**config.mk**
```make
export PLATFORM = sky130hd
export DESIGN_NAME = rgb_to_hsl_converter
export DESIGN_NICKNAME = d
export VERILOG_FILES = /design/src/rtl/rhc_pkg.sv /design/src/rtl/rhc_front.sv /design/src/rtl/rhc_queue.sv /design/src/rtl/rhc_back.sv /design/src/rtl/rgb_to_hsl_converter.sv
export SDC_FILE = /design/constraint.sdc
export NUM_CORES = 2
export LEC_CHECK = 0
export ABC_CLOCK_PERIOD_IN_PS = 31800
export BUFFER_PORTS_ARGS = -buffer_cell sky130_fd_sc_hd__buf_4
export CORE_UTILIZATION = 65
export CTS_CLUSTER_SIZE = 10
export DETAILED_ROUTE_END_ITERATION = 10
export PLACE_DENSITY = 0.89
export SYNTH_ARGS = -nofsm -noshare
export SYNTH_HDL_FRONTEND = slang
export SYNTH_SLANG_ARGS = --single-unit
```
**constraint.sdc**
```tcl
create_clock -name clock -period 31.8 [get_ports clock]
set_input_delay 9.54 -clock clock [delete_from_list [all_inputs] [get_ports clock]]
set_output_delay 9.54 -clock clock [all_outputs]
set_load 0.01 [all_outputs]
```
**src/rtl/rhc_pkg.sv**
```systemverilog
// Shared types, constants and the divider step function for the RGB to HSL converter.
package rhc_pkg;

   localparam int unsigned QUEUE_DEPTH = 4;
   localparam int unsigned QBITS       = 9;   // quotient bits per divider lane
   localparam int unsigned NUM_W       = 18;  // partial remainder width
   localparam int unsigned DEN_W       = 9;   // divisor width
   localparam int unsigned LIGHT_X_W   = 17;  // width of 200*sum + 510
   localparam int unsigned LIGHT_SHIFT = 27;
   localparam logic [17:0] LIGHT_MULT  = 18'd131587; // ceil(2^27 / 1020)
   localparam logic [8:0]  HUE_WRAP    = 9'd360;

   typedef struct packed {
      logic [7:0] red;
      logic [7:0] green;
      logic [7:0] blue;
   } req_type;

   typedef struct packed {
      logic [8:0] hue_degrees;
      logic [6:0] saturation_pct;
      logic [6:0] lightness_pct;
   } rsp_type;

   // Classified pixel: two rounding divisions still to do.
   typedef struct packed {
      logic [NUM_W-1:0] hue_num;
      logic [DEN_W-1:0] hue_den;
      logic [NUM_W-1:0] sat_num;
      logic [DEN_W-1:0] sat_den;
      logic             grey;
      logic [6:0]       light;
   } work_type;

   // One stage of the two restoring dividers.
   typedef struct packed {
      logic [NUM_W-1:0] rem_h;
      logic [QBITS-1:0] q_h;
      logic [DEN_W-1:0] den_h;
      logic [NUM_W-1:0] rem_s;
      logic [QBITS-1:0] q_s;
      logic [DEN_W-1:0] den_s;
      logic             grey;
      logic [6:0]       light;
   } stage_type;

   function automatic stage_type div_step(stage_type s, int unsigned bitpos);
      stage_type         o;
      logic [NUM_W-1:0]  sh_h;
      logic [NUM_W-1:0]  sh_s;
      o    = s;
      sh_h = NUM_W'(s.den_h) << bitpos;
      sh_s = NUM_W'(s.den_s) << bitpos;
      if (s.rem_h >= sh_h) begin
         o.rem_h          = s.rem_h - sh_h;
         o.q_h[bitpos]    = 1'b1;
      end
      if (s.rem_s >= sh_s) begin
         o.rem_s          = s.rem_s - sh_s;
         o.q_s[bitpos]    = 1'b1;
      end
      return o;
   endfunction

endpackage

```
**src/rtl/rhc_front.sv**
```systemverilog
// Front end: finds max and min, picks the hue sector, forms the rounding fractions and computes the lightness.
module rhc_front (
   input  rhc_pkg::req_type  pixel,
   output rhc_pkg::work_type work
);
   import rhc_pkg::*;

   logic [7:0]           mx, mn, d;
   logic [8:0]           sum, den;
   logic [1:0]           sector;
   logic signed [18:0]   t, ds;
   logic [LIGHT_X_W-1:0] light_x;
   logic [34:0]          light_prod;

   always_comb begin
      mx     = pixel.red;
      mn     = pixel.red;
      sector = 2'd0;
      if (pixel.green > mx) begin
         mx     = pixel.green;
         sector = 2'd1;
      end
      if (pixel.blue > mx) begin
         mx     = pixel.blue;
         sector = 2'd2;
      end
      if (pixel.green < mn) mn = pixel.green;
      if (pixel.blue < mn) mn = pixel.blue;
      d   = mx - mn;
      sum = 9'(mx) + 9'(mn);
      den = (sum <= 9'd255) ? sum : 9'(9'd510 - sum);
      ds  = $signed({11'b0, d});

      unique case (sector)
         2'd0: begin
            t = 19'sd60 * ($signed({11'b0, pixel.green}) - $signed({11'b0, pixel.blue}));
            if (t < 0) t = t + 19'sd360 * ds;
         end
         2'd1: t = 19'sd120 * ds
                   + 19'sd60 * ($signed({11'b0, pixel.blue}) - $signed({11'b0, pixel.red}));
         default: t = 19'sd240 * ds
                   + 19'sd60 * ($signed({11'b0, pixel.red}) - $signed({11'b0, pixel.green}));
      endcase

      // Rounded lightness: floor((200*sum + 510) / 1020) by reciprocal multiply.
      light_x    = LIGHT_X_W'(LIGHT_X_W'(17'd200 * 17'(sum)) + 17'd510);
      light_prod = 35'(light_x) * 35'(LIGHT_MULT);

      work.hue_num = NUM_W'(2 * t) + NUM_W'(d);
      work.hue_den = {d, 1'b0};
      work.sat_num = NUM_W'(18'd200 * 18'(d)) + NUM_W'(den);
      work.sat_den = {den[7:0], 1'b0};
      work.grey    = (d == 8'd0);
      work.light   = light_prod[LIGHT_SHIFT +: 7];
   end

endmodule

```
**src/rtl/rhc_queue.sv**
```systemverilog
// Short register queue that decouples the front end from the divider pipeline.
module rhc_queue #(
   parameter int unsigned DEPTH = 4
) (
   input  logic              clock,
   input  logic              reset,
   input  logic              push,
   input  rhc_pkg::work_type wdata,
   output logic              full,
   input  logic              pop,
   output rhc_pkg::work_type rdata,
   output logic              empty
);
   import rhc_pkg::*;

   localparam int unsigned PW = (DEPTH > 1) ? $clog2(DEPTH) : 1;
   localparam int unsigned CW = $clog2(DEPTH + 1);

   work_type       mem_ff [DEPTH];
   logic [PW-1:0]  wptr_ff, wptr_in, rptr_ff, rptr_in;
   logic [CW-1:0]  count_ff, count_in;
   logic           do_push, do_pop;

   assign full    = (count_ff == CW'(DEPTH));
   assign empty   = (count_ff == '0);
   assign do_push = push && !full;
   assign do_pop  = pop && !empty;
   assign rdata   = mem_ff[rptr_ff];

   always_comb begin
      wptr_in  = wptr_ff;
      rptr_in  = rptr_ff;
      count_in = count_ff;
      if (do_push) wptr_in = (wptr_ff == PW'(DEPTH - 1)) ? '0 : PW'(wptr_ff + 1'b1);
      if (do_pop)  rptr_in = (rptr_ff == PW'(DEPTH - 1)) ? '0 : PW'(rptr_ff + 1'b1);
      if (do_push && !do_pop) count_in = count_ff + 1'b1;
      else if (do_pop && !do_push) count_in = count_ff - 1'b1;
   end

   always_ff @(posedge clock) begin
      if (reset) begin
         wptr_ff  <= '0;
         rptr_ff  <= '0;
         count_ff <= '0;
      end else begin
         wptr_ff  <= wptr_in;
         rptr_ff  <= rptr_in;
         count_ff <= count_in;
      end
      if (do_push) mem_ff[wptr_ff] <= wdata;
   end

endmodule

```
**src/rtl/rhc_back.sv**
```systemverilog
// Back end: two pipelined restoring dividers, one quotient bit per stage, and the result fix-ups.
module rhc_back (
   input  logic              clock,
   input  logic              reset,
   input  logic              in_valid,
   input  rhc_pkg::work_type in_work,
   output logic              in_ready,
   output logic              out_valid,
   output rhc_pkg::rsp_type  out_rsp,
   input  logic              out_ready
);
   import rhc_pkg::*;

   stage_type stg_ff [QBITS];
   stage_type stg_in [QBITS];
   logic      vld_ff [QBITS];
   logic      rdy    [QBITS+1];
   stage_type first;
   stage_type last;

   always_comb begin
      first       = '0;
      first.rem_h = in_work.hue_num;
      first.den_h = in_work.hue_den;
      first.rem_s = in_work.sat_num;
      first.den_s = in_work.sat_den;
      first.grey  = in_work.grey;
      first.light = in_work.light;
   end

   assign rdy[QBITS] = out_ready;
   assign in_ready   = rdy[0];

   for (genvar k = 0; k < QBITS; k++) begin : g_stage
      assign rdy[k] = !vld_ff[k] || rdy[k+1];
      if (k == 0) begin : g_head
         assign stg_in[k] = div_step(first, QBITS - 1);
      end else begin : g_body
         assign stg_in[k] = div_step(stg_ff[k-1], QBITS - 1 - k);
      end
      always_ff @(posedge clock) begin
         if (reset) begin
            vld_ff[k] <= 1'b0;
         end else if (rdy[k]) begin
            vld_ff[k] <= (k == 0) ? in_valid : vld_ff[(k == 0) ? 0 : k-1];
         end
         if (rdy[k]) stg_ff[k] <= stg_in[k];
      end
   end

   assign last      = stg_ff[QBITS-1];
   assign out_valid = vld_ff[QBITS-1];

   always_comb begin
      out_rsp.lightness_pct  = last.light;
      // A grey pixel has no hue or saturation; a hue that rounds to a full turn is zero.
      out_rsp.hue_degrees    = (last.grey || last.q_h >= HUE_WRAP) ? '0 : last.q_h;
      out_rsp.saturation_pct = last.grey ? '0 : last.q_s[6:0];
   end

endmodule

```
**src/rtl/rgb_to_hsl_converter.sv**
```systemverilog
// Top level of the RGB to HSL converter: front end, queue and divider pipeline.
//
// Converts one 8-bit RGB pixel per request into hue in whole degrees (0 to 359) and
// saturation and lightness in whole percent (0 to 100), each rounded half up from the
// exact rational value. A grey pixel gives hue and saturation of zero. The block takes
// one request per clock and delivers one result per clock when the consumer keeps
// popping; an accepted request waits in the queue and then passes through the
// nine-stage divider pipeline that produces one quotient bit per stage. The front end
// classifies a pixel in the cycle it is accepted and writes it into a four-entry queue,
// so the input keeps flowing while the result side is briefly stalled; each pipeline
// stage holds its request until the next stage can take it, and the last stage drives
// the result ports directly.
module rgb_to_hsl_converter #(
   parameter int unsigned QUEUE_DEPTH = rhc_pkg::QUEUE_DEPTH
) (
   input  logic             clock,
   input  logic             reset,
   input  logic             req_push,
   input  rhc_pkg::req_type req_data,
   output logic             req_full,
   output logic             rsp_empty,
   output rhc_pkg::rsp_type rsp_data,
   input  logic             rsp_pop
);
   import rhc_pkg::*;

   work_type work_new;
   work_type work_head;
   logic     q_empty;
   logic     q_pop;
   logic     out_valid;

   // Classification is purely combinational; the queue is its register.
   rhc_front u_front (
      .pixel (req_data),
      .work  (work_new)
   );

   rhc_queue #(.DEPTH(QUEUE_DEPTH)) u_queue (
      .clock (clock),
      .reset (reset),
      .push  (req_push),
      .wdata (work_new),
      .full  (req_full),
      .pop   (q_pop),
      .rdata (work_head),
      .empty (q_empty)
   );

   // The divider pipeline takes the queue head whenever its first stage can move.
   rhc_back u_back (
      .clock     (clock),
      .reset     (reset),
      .in_valid  (!q_empty),
      .in_work   (work_head),
      .in_ready  (q_pop),
      .out_valid (out_valid),
      .out_rsp   (rsp_data),
      .out_ready (rsp_pop)
   );

   assign rsp_empty = !out_valid;

endmodule
```
==> results.json <==
{
  "critPathSlowestCell": "fa_1",
  "postLayoutCoreUtil_pct": 71.7,
  "grt.overflow.total": 0,
  "synth-compound-area-share_pct": 9.85,
  "area_growth_pct": 8.33,
  "final-setup-viol-count": 0,
  "cts_htree_levels": 3,
  "synth.area.mux_share_pct": 3.61,
  "reg2reg_depth": 15,
  "avgRoutedWirePerCell_um": 20.0,
  "nets": 4624,
  "path_max_fanout": 34,
  "cts_resized": 0,
  "slew_violations": 0,
  "synth_seq_cells": 733,
  "clock_latency_ps": 620,
  "cp_top_family": "adder cells",
  "core_area_um2": 69200,
  "io_buffer_count": 52,
  "avgSynthCellArea_um2": 11.8,
  "outcome": "finished clean",
  "drive_gt1_share_pct": 7.35,
  "multi_input_area_um2": 21800,
  "synth_edf_count": 724,
  "fin_crit_sh_pct": 67.9,
  "grt_pass1_vias": 31300,
  "timing.hold.worst.class": "reg2reg",
  "place_hpwl_mm": 68.2,
  "clock-root-buffer": "clkbuf_16",
  "cts_hold_buf": 0,
  "drc_errors": 0,
  "grt_use_total_pct": 27.9,
  "worstSetupPathDepth": 54,
  "period_needed_ps": 21590,
  "die_area_um2": 71500,
  "dieWidth_um": 267,
  "viasPerCell": 6.11,
  "required_ps": 32180,
  "cts_setup_buffers": 0,
  "gp_congestion": 0.943,
  "ys_seq_area_share_pct": 47.9,
  "hold_depth": 0,
  "cts_tree": "yes",
  "synthXorXnorAreaFrac_pct": 6.40,
  "antenna_found_initial": 0,
  "numCtsBuffers": 83,
  "io_pins": 53,
  "crit_path_start_kind": "primary input",
  "netlist_area_um2": 45800,
  "syn_nets": 4515,
  "antenna_cells": 0,
  "initial_utilization_pct": 66.2,
  "finalHoldViolations": 0,
  "drt_iter0_markers": 2164,
  "synth_adder_area_share_pct": 18.6,
  "worst_slew_pin_slew_ps": 1110,
  "synth_ff_type": "edfxtp_1",
  "grt_pass1_wl_mm": 157,
  "synthArstFlopShare_pct": 0,
  "ys_types": 92,
  "routed_wl_mm": 98.4,
  "cap_violations": 0,
  "synth_top_family_by_area": "adder cells",
  "arrival_ps": 21970,
  "rows": 96,
  "grt_max_degree": 70,
  "end_kind": "flip-flop",
  "critPathBufInv": 8,
  "slowest_delay_ps": 520,
  "ant_nets": 0,
  "fmax_ghz": 0.0463,
  "vias": 30100,
  "die_h_um": 267,
  "synth-simple-area-share_pct": 8.98,
  "dr.pass1.iters": 6,
  "cts_buffer_depth": 3,
  "netlist_instances": 3866,
  "grt_setup_unrepaired": "false",
  "setup_tns_ps": 0,
  "relSlewSlack_pct": 26.2,
  "ff_latch_area_um2": 21900,
  "crit_path_frequent_cell": "ha_1",
  "skew_ps": 23.9,
  "crit_type": "in2reg",
  "ys_warn_count": 0,
  "clk_pin_slew_ps": 60,
  "fillers": 4248,
  "cts_sinks": 733
}
==> flip-flops by register name, summed over array words and instances, names as in the netlist, named ones only <==
name / flops
u_back.stg_ff: 507
u_queue.rptr_ff: 2
u_queue.wptr_ff: 2
u_back.vld_ff: 9
u_queue.count_ff: 3
u_queue.mem_ff: 208
==> worst paths after layout <==
check                              from               endpoint  slack (ps)
setup / recovery            req_data[9]   u_queue.mem_ff[0][5]       10210
hold reg to reg   u_back.stg_ff[0][579]  u_back.stg_ff[0][659]         410
hold / removal    u_back.stg_ff[0][579]  u_back.stg_ff[0][659]         410
setup reg to reg              flip-flop   u_back.stg_ff[0][77]       26040
==> kinds of logic (layout without fill, tap and decap cells) <==
group / Yosys count / count (layout)
flops: 733 / 733
xor+xnor: 333 / 333
simple gates: 799 / 799
compound gates: 717 / 717
mux: 103 / 103
buf+inv: 560 / 693
fa+ha+maj: 621 / 621
==> placed cells by master, fill, tap and decap left out, drive strengths merged, types with 42 or more instances in the layout <==
cell / Yosys / final
mux4: 48 / 48
nor2b: 69 / 69
edfxtp: 724 / 724
xor2: 116 / 116
nand2b: 53 / 53
a21oi: 260 / 260
nand3: 44 / 44
fa: 103 / 103
inv: 504 / 509
clkbuf: 39 / 101
nand2: 158 / 158
a21o: 120 / 120
ha: 518 / 518
nor3: 42 / 42
xnor2: 216 / 216
buf: 17 / 80
nor2: 231 / 231
o21ai: 142 / 142
o21bai: 47 / 47
==> cell usage after synthesis, drive strengths merged, types with 18 or more instances <==
cell / count / share of area (%)
a21oi: 260 / 2.8
xor2: 116 / 2.2
nor3: 42 / 0.49
nand2b: 53 / 0.72
o21bai: 47 / 0.77
mux4: 48 / 2.4
ha: 518 / 14
mux2: 18 / 0.44
nor4: 33 / 0.48
nand4: 37 / 0.54
and2: 28 / 0.38
o21ai: 142 / 1.6
nand2: 158 / 1.3
nand3: 44 / 0.48
nor2: 231 / 1.9
inv: 504 / 4.1
fa: 103 / 4.5
a21o: 120 / 2.0
edfxtp: 724 / 47
mux2i: 37 / 0.81
clkbuf: 39 / 0.32
xnor2: 216 / 4.1
nor2b: 69 / 0.94
==> layout make-up <==
| class | instances | area share, % |
|---|---|---|
| sequential | 733 | 44.2 |
| clock buffer | 101 | 4.34 |
| inverter | 504 | 3.81 |
| timing repair buffer | 80 | 1.21 |
| multi-input combinational | 2573 | 43.9 |
| clock inverter | 8 | 0.232 |
| tap | 931 | 2.35 |
==> worst reg2reg max path, delay by kind of cell (launching register included) <==
kind / cells / cell delay (ps)
DFF: 1 / 610
muxes: 2 / 890
and+or+nand+nor: 2 / 660
adders and majority gates: 1 / 360
buffers and inverters: 3 / 890
AOI/OAI and AO/OA: 7 / 2090
==> per-layer routing <==
layer  global-route usage [%]  vias up  share of wire, %
met5                        0        -                 0
met4                     15.3        0               5.6
met3                     3.62      387               5.1
met2                     53.5     1129                54
met1                     29.2    14500                36
li1                         -    14100                 -
==> stage by stage <==
| stage | area (µm²) | instances | hold slack, ps | worst slack, ps |
|---|---|---|---|---|
| floorplan | 45800 | 3866 | 400 | 11100 |
| global placement | 47400 | 4821 | 400 | 10210 |
| detailed placement | 47400 | 4821 | 405 | 9830 |
| CTS | 49600 | 4930 | 405 | 10330 |
| global route | 49600 | 4930 | 409 | 9430 |
| finish | 49600 | 4930 | 408 | 10210 |
Power is left out: the tool's default activity adds up to more than one toggle a clock period on the data nets, which glitch-free logic cannot reach.
